==> config.mk <==
export PLATFORM = sky130hd
export DESIGN_NAME = http_message_completeness_check_unit_flat
export DESIGN_NICKNAME = d
export VERILOG_FILES = /design/src/rtl/hmc_pkg.sv /design/src/rtl/hmc_in_if.sv /design/src/rtl/hmc_out_if.sv /design/src/rtl/http_message_completeness_check_unit.sv /design/src/flat_wrapper.sv
export SDC_FILE = /design/constraint.sdc
export NUM_CORES = 1
export LEC_CHECK = 0
export BUFFER_PORTS_ARGS = -buffer_cell sky130_fd_sc_hd__buf_4
export CAP_MARGIN = 25
export CORE_MARGIN = 1
export CORE_UTILIZATION = 45
export CTS_BUF_LIST = sky130_fd_sc_hd__clkbuf_8
export DETAILED_ROUTE_END_ITERATION = 6
export GPL_TIMING_DRIVEN = 0
export PLACE_DENSITY = 0.65
export SLEW_MARGIN = 20
export SYNTH_ARGS = -nofsm -noshare
export SYNTH_HDL_FRONTEND = slang
export SYNTH_SLANG_ARGS = --single-unit
==> constraint.sdc <==
create_clock -name clk -period 12 [get_ports clk]
set_clock_uncertainty 0.15 [all_clocks]
set_input_delay 2.4 -clock clk [delete_from_list [all_inputs] [get_ports clk]]
set_output_delay 2.4 -clock clk [all_outputs]
set_load 0.1 [all_outputs]
==> src/rtl/hmc_pkg.sv <==
// Shared types and constants for the HTTP message completeness check.
package hmc_pkg;

	localparam int KEY_LEN  = 15;
	localparam int TERM_LEN = 4;

	localparam logic [7:0] CHAR_CR    = 8'd13;
	localparam logic [7:0] CHAR_LF    = 8'd10;
	localparam logic [7:0] CHAR_SPACE = 8'd32;
	localparam logic [7:0] CHAR_TAB   = 8'd9;
	localparam logic [7:0] CHAR_ZERO  = 8'd48;
	localparam logic [7:0] CHAR_NINE  = 8'd57;

	// "Content-Length:" one byte per entry, first character at index 0
	localparam logic [7:0] KEYWORD [KEY_LEN] = '{
		8'h43, 8'h6f, 8'h6e, 8'h74, 8'h65, 8'h6e, 8'h74, 8'h2d,
		8'h4c, 8'h65, 8'h6e, 8'h67, 8'h74, 8'h68, 8'h3a
	};

	typedef enum logic [1:0] {
		ST_MORE      = 2'd0,
		ST_COMPLETE  = 2'd1,
		ST_MALFORMED = 2'd2
	} status_t;

	typedef enum logic [3:0] {
		PH_NONE   = 4'b0001,
		PH_SKIP   = 4'b0010,
		PH_DIGITS = 4'b0100,
		PH_CLOSED = 4'b1000
	} phase_t;

endpackage

==> src/rtl/hmc_in_if.sv <==
// Input channel: one request byte per item.
interface hmc_in_if;
	logic       valid;
	logic       ready;
	logic [7:0] data_byte;
	logic       first_byte;

	modport source (output valid, output data_byte, output first_byte, input ready);
	modport sink   (input valid, input data_byte, input first_byte, output ready);
endinterface

==> src/rtl/hmc_out_if.sv <==
// Output channel: one framing status per item.
interface hmc_out_if;
	logic        valid;
	logic        ready;
	logic [1:0]  status;
	logic        length_found;
	logic [31:0] body_offset;

	modport source (output valid, output status, output length_found, output body_offset,
		input ready);
	modport sink   (input valid, input status, input length_found, input body_offset,
		output ready);
endinterface

==> src/rtl/http_message_completeness_check_unit.sv <==
// Top level: HTTP message completeness check with Content-Length framing.
// Each accepted byte's result is registered in the output register at the edge that accepts it.
// Throughput: one byte per cycle while the result side is ready; the output register accepts a new byte while
// its held result is taken in the same cycle.
// Reset: arst_n clears all match, length and count state and empties the
// output register; a byte with first_byte set clears the state as well.
module http_message_completeness_check_unit
	import hmc_pkg::*;
#(
	parameter int COUNT_BITS = 32
) (
	input  logic      clk,
	input  logic      arst_n,
	hmc_in_if.sink    req,
	hmc_out_if.source res
);

	localparam logic [COUNT_BITS-1:0] CNT_MAX = '1;

	// Framing state
	logic [COUNT_BITS-1:0] byte_count_q;
	logic [2:0]            term_prog_q;
	logic                  headers_done_q;
	logic [3:0]            key_prog_q;
	phase_t                phase_q;
	logic [COUNT_BITS-1:0] length_q;
	logic                  length_err_q;
	logic [COUNT_BITS-1:0] body_start_q;
	logic [COUNT_BITS-1:0] body_end_q;

	// Output register
	logic       out_valid_q;
	status_t    status_q;
	logic       found_q;
	logic [31:0] offset_q;

	// State as seen by this item: a first byte starts from a cleared state
	logic [COUNT_BITS-1:0] cur_count;
	logic [2:0]            cur_term;
	logic                  cur_done;
	logic [3:0]            cur_key;
	phase_t                cur_phase;
	logic [COUNT_BITS-1:0] cur_len;
	logic                  cur_err;

	logic [COUNT_BITS-1:0] count_nx;
	logic [2:0]            term_nx;
	logic                  done_nx;
	logic                  term_hit;
	logic [3:0]            key_nx;
	phase_t                phase_nx;
	logic [COUNT_BITS-1:0] len_nx;
	logic                  err_nx;
	logic [COUNT_BITS-1:0] start_nx;
	logic [COUNT_BITS-1:0] end_nx;
	status_t               status_nx;

	logic                  is_digit;
	logic                  is_blank;
	logic [COUNT_BITS-1:0] digit_val;
	logic [COUNT_BITS+3:0] len_times10;
	logic [COUNT_BITS:0]   end_sum;
	logic [COUNT_BITS+31:0] offset_ext;
	logic [7:0]            b;
	logic                  take;

	assign b    = req.data_byte;
	assign take = req.valid && req.ready;

	// Accept while the output register is empty or is being drained
	assign req.ready = !out_valid_q || res.ready;

	assign res.valid        = out_valid_q;
	assign res.status       = status_q;
	assign res.length_found = found_q;
	assign res.body_offset  = offset_q;

	always_comb begin
		if (req.first_byte) begin
			cur_count = '0;
			cur_term  = '0;
			cur_done  = 1'b0;
			cur_key   = '0;
			cur_phase = PH_NONE;
			cur_len   = '0;
			cur_err   = 1'b0;
		end else begin
			cur_count = byte_count_q;
			cur_term  = term_prog_q;
			cur_done  = headers_done_q;
			cur_key   = key_prog_q;
			cur_phase = phase_q;
			cur_len   = length_q;
			cur_err   = length_err_q;
		end
	end

	assign is_digit  = (b >= CHAR_ZERO) && (b <= CHAR_NINE);
	assign is_blank  = (b == CHAR_SPACE) || (b == CHAR_TAB);
	assign digit_val = COUNT_BITS'(b - CHAR_ZERO);
	// length * 10 + digit, wide enough to detect saturation
	assign len_times10 = ({1'b0, cur_len, 3'b000} + {3'b000, cur_len, 1'b0})
		+ (COUNT_BITS+4)'(digit_val);

	// Saturating byte counter
	assign count_nx = (cur_count == CNT_MAX) ? CNT_MAX : cur_count + COUNT_BITS'(1);

	// Header terminator match
	always_comb begin
		term_nx = cur_term;
		if (!cur_done) begin
			case (cur_term)
				3'd0: term_nx = (b == CHAR_CR) ? 3'd1 : 3'd0;
				3'd1: term_nx = (b == CHAR_LF) ? 3'd2 : ((b == CHAR_CR) ? 3'd1 : 3'd0);
				3'd2: term_nx = (b == CHAR_CR) ? 3'd3 : 3'd0;
				3'd3: term_nx = (b == CHAR_LF) ? 3'(TERM_LEN)
					: ((b == CHAR_CR) ? 3'd1 : 3'd0);
				default: term_nx = 3'd0;
			endcase
		end
	end

	assign term_hit = !cur_done && (term_nx == 3'(TERM_LEN));
	assign done_nx  = cur_done || term_hit;
	assign start_nx = term_hit ? count_nx : body_start_q;

	// Keyword search and length decode, only ahead of the terminator
	always_comb begin
		key_nx   = cur_key;
		phase_nx = cur_phase;
		len_nx   = cur_len;
		err_nx   = cur_err;
		if (!cur_done) begin
			case (cur_phase)
				PH_NONE: begin
					if (cur_key < 4'(KEY_LEN) && b == KEYWORD[cur_key])
						key_nx = cur_key + 4'd1;
					else
						key_nx = (b == KEYWORD[0]) ? 4'd1 : 4'd0;
					if (key_nx == 4'(KEY_LEN))
						phase_nx = PH_SKIP;
				end
				PH_SKIP: begin
					if (is_digit) begin
						len_nx   = digit_val;
						phase_nx = PH_DIGITS;
					end else if (!is_blank) begin
						err_nx   = 1'b1;
						phase_nx = PH_CLOSED;
					end
				end
				PH_DIGITS: begin
					if (is_digit) begin
						// saturate at the counter maximum
						if (len_times10[COUNT_BITS+3:COUNT_BITS] != 4'd0)
							len_nx = CNT_MAX;
						else
							len_nx = len_times10[COUNT_BITS-1:0];
					end else begin
						phase_nx = PH_CLOSED;
					end
				end
				PH_CLOSED: ;
				default: phase_nx = cur_phase;
			endcase
		end
	end

	// Body end: the terminator byte is never a digit, so the length is final here
	assign end_sum = {1'b0, count_nx} + {1'b0, cur_len};
	assign end_nx  = term_hit ? (end_sum[COUNT_BITS] ? CNT_MAX : end_sum[COUNT_BITS-1:0])
		: body_end_q;

	always_comb begin
		status_nx = ST_MORE;
		if (done_nx) begin
			if (phase_nx == PH_NONE)
				status_nx = ST_COMPLETE;
			else if (err_nx)
				status_nx = ST_MALFORMED;
			else if (term_hit) begin
				// count equals body start: done only for an empty body or a full counter
				if (cur_len == '0 || count_nx == CNT_MAX)
					status_nx = ST_COMPLETE;
			end else if (count_nx >= body_end_q)
				status_nx = ST_COMPLETE;
		end
	end

	assign offset_ext = {32'd0, start_nx};

	// Advance framing state on each accepted item
	always_ff @(posedge clk or negedge arst_n) begin
		if (!arst_n) begin
			byte_count_q   <= '0;
			term_prog_q    <= '0;
			headers_done_q <= 1'b0;
			key_prog_q     <= '0;
			phase_q        <= PH_NONE;
			length_q       <= '0;
			length_err_q   <= 1'b0;
			body_start_q   <= '0;
			body_end_q     <= '0;
		end else if (take) begin
			byte_count_q   <= count_nx;
			term_prog_q    <= term_nx;
			headers_done_q <= done_nx;
			key_prog_q     <= key_nx;
			phase_q        <= phase_nx;
			length_q       <= len_nx;
			length_err_q   <= err_nx;
			body_start_q   <= req.first_byte ? start_nx & {COUNT_BITS{term_hit}} : start_nx;
			body_end_q     <= end_nx;
		end
	end

	// Output register: load on accept, drop when taken
	always_ff @(posedge clk or negedge arst_n) begin
		if (!arst_n) begin
			out_valid_q <= 1'b0;
		end else if (take) begin
			out_valid_q <= 1'b1;
		end else if (res.ready) begin
			out_valid_q <= 1'b0;
		end
	end

	always_ff @(posedge clk) begin
		if (take) begin
			status_q <= status_nx;
			found_q  <= (phase_nx != PH_NONE);
			offset_q <= done_nx ? offset_ext[31:0] : 32'd0;
		end
	end

endmodule

==> src/flat_wrapper.sv <==
// flat-port wrapper written by rule: the top's interface ports become plain ports
module http_message_completeness_check_unit_flat import hmc_pkg::*;
#(
	parameter int COUNT_BITS = 32
)
  (clk, arst_n, req_valid, req_data_byte, req_first_byte, req_ready, res_valid, res_status, res_length_found, res_body_offset, res_ready);
  hmc_in_if req_i ();
  hmc_out_if res_i ();
  input  logic clk;
  input  logic arst_n;
  input wire logic [$bits(req_i.valid)-1:0] req_valid;
  input wire logic [$bits(req_i.data_byte)-1:0] req_data_byte;
  input wire logic [$bits(req_i.first_byte)-1:0] req_first_byte;
  output wire logic [$bits(req_i.ready)-1:0] req_ready;
  output wire logic [$bits(res_i.valid)-1:0] res_valid;
  output wire logic [$bits(res_i.status)-1:0] res_status;
  output wire logic [$bits(res_i.length_found)-1:0] res_length_found;
  output wire logic [$bits(res_i.body_offset)-1:0] res_body_offset;
  input wire logic [$bits(res_i.ready)-1:0] res_ready;
  assign req_i.valid = req_valid;
  assign req_i.data_byte = req_data_byte;
  assign req_i.first_byte = req_first_byte;
  assign req_ready = req_i.ready;
  assign res_valid = res_i.valid;
  assign res_status = res_i.status;
  assign res_length_found = res_i.length_found;
  assign res_body_offset = res_i.body_offset;
  assign res_i.ready = res_ready;
  http_message_completeness_check_unit #(.COUNT_BITS(COUNT_BITS)) u_core (.clk(clk), .arst_n(arst_n), .req(req_i), .res(res_i));
endmodule
==> results.yml <==
clocking:
  postCtsResizedCells: 0
  cts.path.max_buffers: 2
  numCtsBuffers: 17
  clk_latency_ns: 0.52
  cts_setup_buffers: 0
  cts.sinks: 177
  postCtsHoldBufs: 0
  cts_root_buffer: "clkbuf_8"
  clk_pin_slew_ns: 0.09
  cts_tree: "done"
  htreeDepth: 4
sta:
  rsz0062_at_grt: "no"
  drv_slew: 0
  fmax_mhz: 101.0
  fin_setup_tns_ns: 0
  whs_ns: 0.3282
  worst_slew_margin_rel_pct: 33.16
  finalHoldViolations: 0
  tightest_slew_ns: 0.9935
  setup_viol: 0
  period_share_pct: 82.53
  period_needed_ns: 9.903
critical_path:
  crit_path_start_kind: "input pin"
  crit_buf_inv: 10
  cp_slowest_cell: "a2111oi_2"
  worstPathMaxFanout: 10
  criticalPathCategory: "input pin to flop"
  critPathMostFrequentCell: "buf_4"
  worstPathArrival_ns: 10.11
  cp-end-kind: "flop"
  cpPeakStageDelay_ns: 0.64
  crit_family: "buffers and inverters"
  r2r_setup_slack_ns: 5.25
  required_ns: 12.21
grt:
  antenna_found_initial: 0
  grt_pass1_wl_mm: 70.99
  met1_usage_pct: 36.06
  grtUsageMet2_pct: 45.26
  grt_max_degree: 73
  top_usage_layer: "met2"
  grt_pass1_vias: 12790
  overflow: 0
  gr-usage-met3_pct: 3.689
  grtUsageTotal_pct: 27.58
power:
  power_frac_comb_pct: 14.5
  seqPwrFrac_pct: 53.1
  ir_drop_mv: 0.05737
  p_per_area_nw_per_um2: 75.03
  power_w: 0.001177
  internal_power_w: 0.0008031
  switchingPower_w: 0.0003743
  p_leak_nw: 7.436
  swShare_pct: 31.79
  p_clk_share_pct: 32.4
yosys:
  netlist_area_um2: 14450
  avgSynthCellArea_um2: 8.250
  synth-seq-cells: 177
  synth_nets: 1903
  synth-seq-area-share_pct: 31.88
  ys_warn_count: 0
  yosys.area.top_type: "dfrtp_1"
  synth_edf_count: 35
  async_flop_share_pct: 80.23
  syn_inst: 1751
  synth_area_leaders: "dfrtp_1 (24%), ha_1 (9.4%), edfxtp_1 (7.3%), o21ai_0 (6.6%), nand2_1 (5.8%)"
  synth_top_area_share_pct: 24.42
  synth.distinct_cells: 84
  synthFlopType: "dfrtp_1"
layout:
  drive_above_1_share_pct: 6.438
  nets: 1972
  diodes: 0
  design_area_um2: 15690
  mostFrequentLayoutCells: "nand2_1 (224), o21ai_0 (191), inv_1 (154)"
  final_common_cell: "nand2_1"
  syn2layout_area_growth_pct: 8.618
detailed_routing:
  postRouteWirelength_mm: 44.70
  first_pass_iters: 6
  drtIter0Drc: 1350
  routed-via-count: 13300
  drt-vias-per-instance: 5.953
  avgRoutedWirePerCell_um: 20.00
  drc: 0
  ant_nets: 0
floorplan:
  die_w_um: 181.2
  die_h_um: 181.2
  num_rows: 65
  core_um2: 31560
  die_area_um2: 32820
  start_util_pct: 45.78
  ioPinCount: 50
worst_hold_path:
  hold_path_class: "flop to flop"
placement:
  place_area_um2: 15360
  dp_hpwl_mm: 34.84
  place_congestion: 0.9430
  portBuffers: 47
status:
  outcome: "finished clean"
flow_run:
  maxCapViolations: 0
==> flip-flops by register name, summed over array words and instances (netlist names), 2 cells and up <==
signal	flops
u_core.body_end_q	32
u_core.body_start_q	32
u_core.byte_count_q	32
u_core.key_prog_q	4
u_core.length_q	32
u_core.phase_q	4
u_core.res.body_offset	32
u_core.res.status	2
u_core.term_prog_q	3
==> routing by layer <==
| layer | part of all wire (%) | wire [µm] |
|---|---|---|
| met5 | 0 | 0 |
| met4 | 4.3 | 1932 |
| met3 | 5.3 | 2358 |
| met2 | 46 | 20760 |
| met1 | 44 | 19640 |
==> layout make-up <==
cell class | instances | area (µm²)
well taps | 402 | 503.0
clock buffers | 17 | 234.0
flip-flops and latches | 177 | 4606
plain buffers | 85 | 356.6
inverters | 154 | 579.3
clock inverters | 15 | 93.84
fillers | 3124 | 15860
multi-input cells | 1335 | 8906
repair buffers | 50 | 412.9
==> Yosys cell counts, types with 6 or more instances <==
cell type  count
nor3_1        35
nand3_1       39
and3_1        19
inv_1        153
o22ai_1        6
ha_1         108
nand4b_1       6
and2_1        19
o211ai_1      15
nor4_1        39
a21o_1        29
nand2_1      224
fa_1          31
or3_1         13
nor2_1        79
o21bai_1       9
xor2_1        32
dfrtp_1      141
clkbuf_1      67
o31a_1         7
o21ai_0      191
xnor2_1       47
o21a_1        10
nor2b_1       43
a22oi_1       39
buf_2          9
edfxtp_1      35
o31ai_1       28
a21oi_1      110
nand2b_1      11
nand4_1       32
a31oi_1       13
a211oi_1       6
==> worst min-delay path: stages (launching register included) <==
cell     delay (ns)
dfrtp_1        0.35
nand2_1        0.05
nand3_1        0.05
==> power groups by stage <==
stage | logic [W] | registers, W | clock network, W
after floorplan | 0.0000772 | 0.000673 | 0
after global placement | 0.000166 | 0.000638 | 0
after detailed placement | 0.000170 | 0.000637 | 0
after CTS | 0.000170 | 0.000625 | 0.000382
after global routing | 0.000185 | 0.000626 | 0.000407
final | 0.000171 | 0.000625 | 0.000381
==> final timing paths <==
path	from	end	cells after the start
setup / recovery	req_first_byte	u_core.body_end_q[2]	26
hold / removal	u_core.length_q[0]	u_core.length_q[0]	2
setup reg to reg	u_core.byte_count_q[0]	u_core.body_end_q[2]	20
hold reg to reg	u_core.length_q[0]	u_core.length_q[0]	2
max in group asynchronous	arst_n	u_core.length_q[26]	2
min in group asynchronous	arst_n	u_core.body_start_q[12]	1
==> cell families after synthesis <==
logic type / count (synthesis) / synth area share (%)
AOI/OAI and AO/OA: 524 / 22.57
xor gates and xnor gates: 79 / 4.790
adders and majority gates: 139 / 13.65
buffers and inverters: 239 / 6.470
DFF: 177 / 31.88
muxes: 4 / 0.2945
and+or+nand+nor: 589 / 20.34
==> per-stage QoR <==
| stage | setup slack, ns | std cells | utilization (%) |
|---|---|---|---|
| 2_1_floorplan | 4.009 | 1751 | - |
| 3_3_place_gp | 1.816 | 2200 | 48.49 |
| 3_5_place_dp | 1.706 | 2203 | 48.69 |
| 4_1_cts | 2.176 | 2235 | 49.73 |
| 5_1_grt | 1.657 | 2235 | 49.73 |
| 6_report | 2.097 | 2235 | 49.73 |
(Power assumes the default switching activity.)
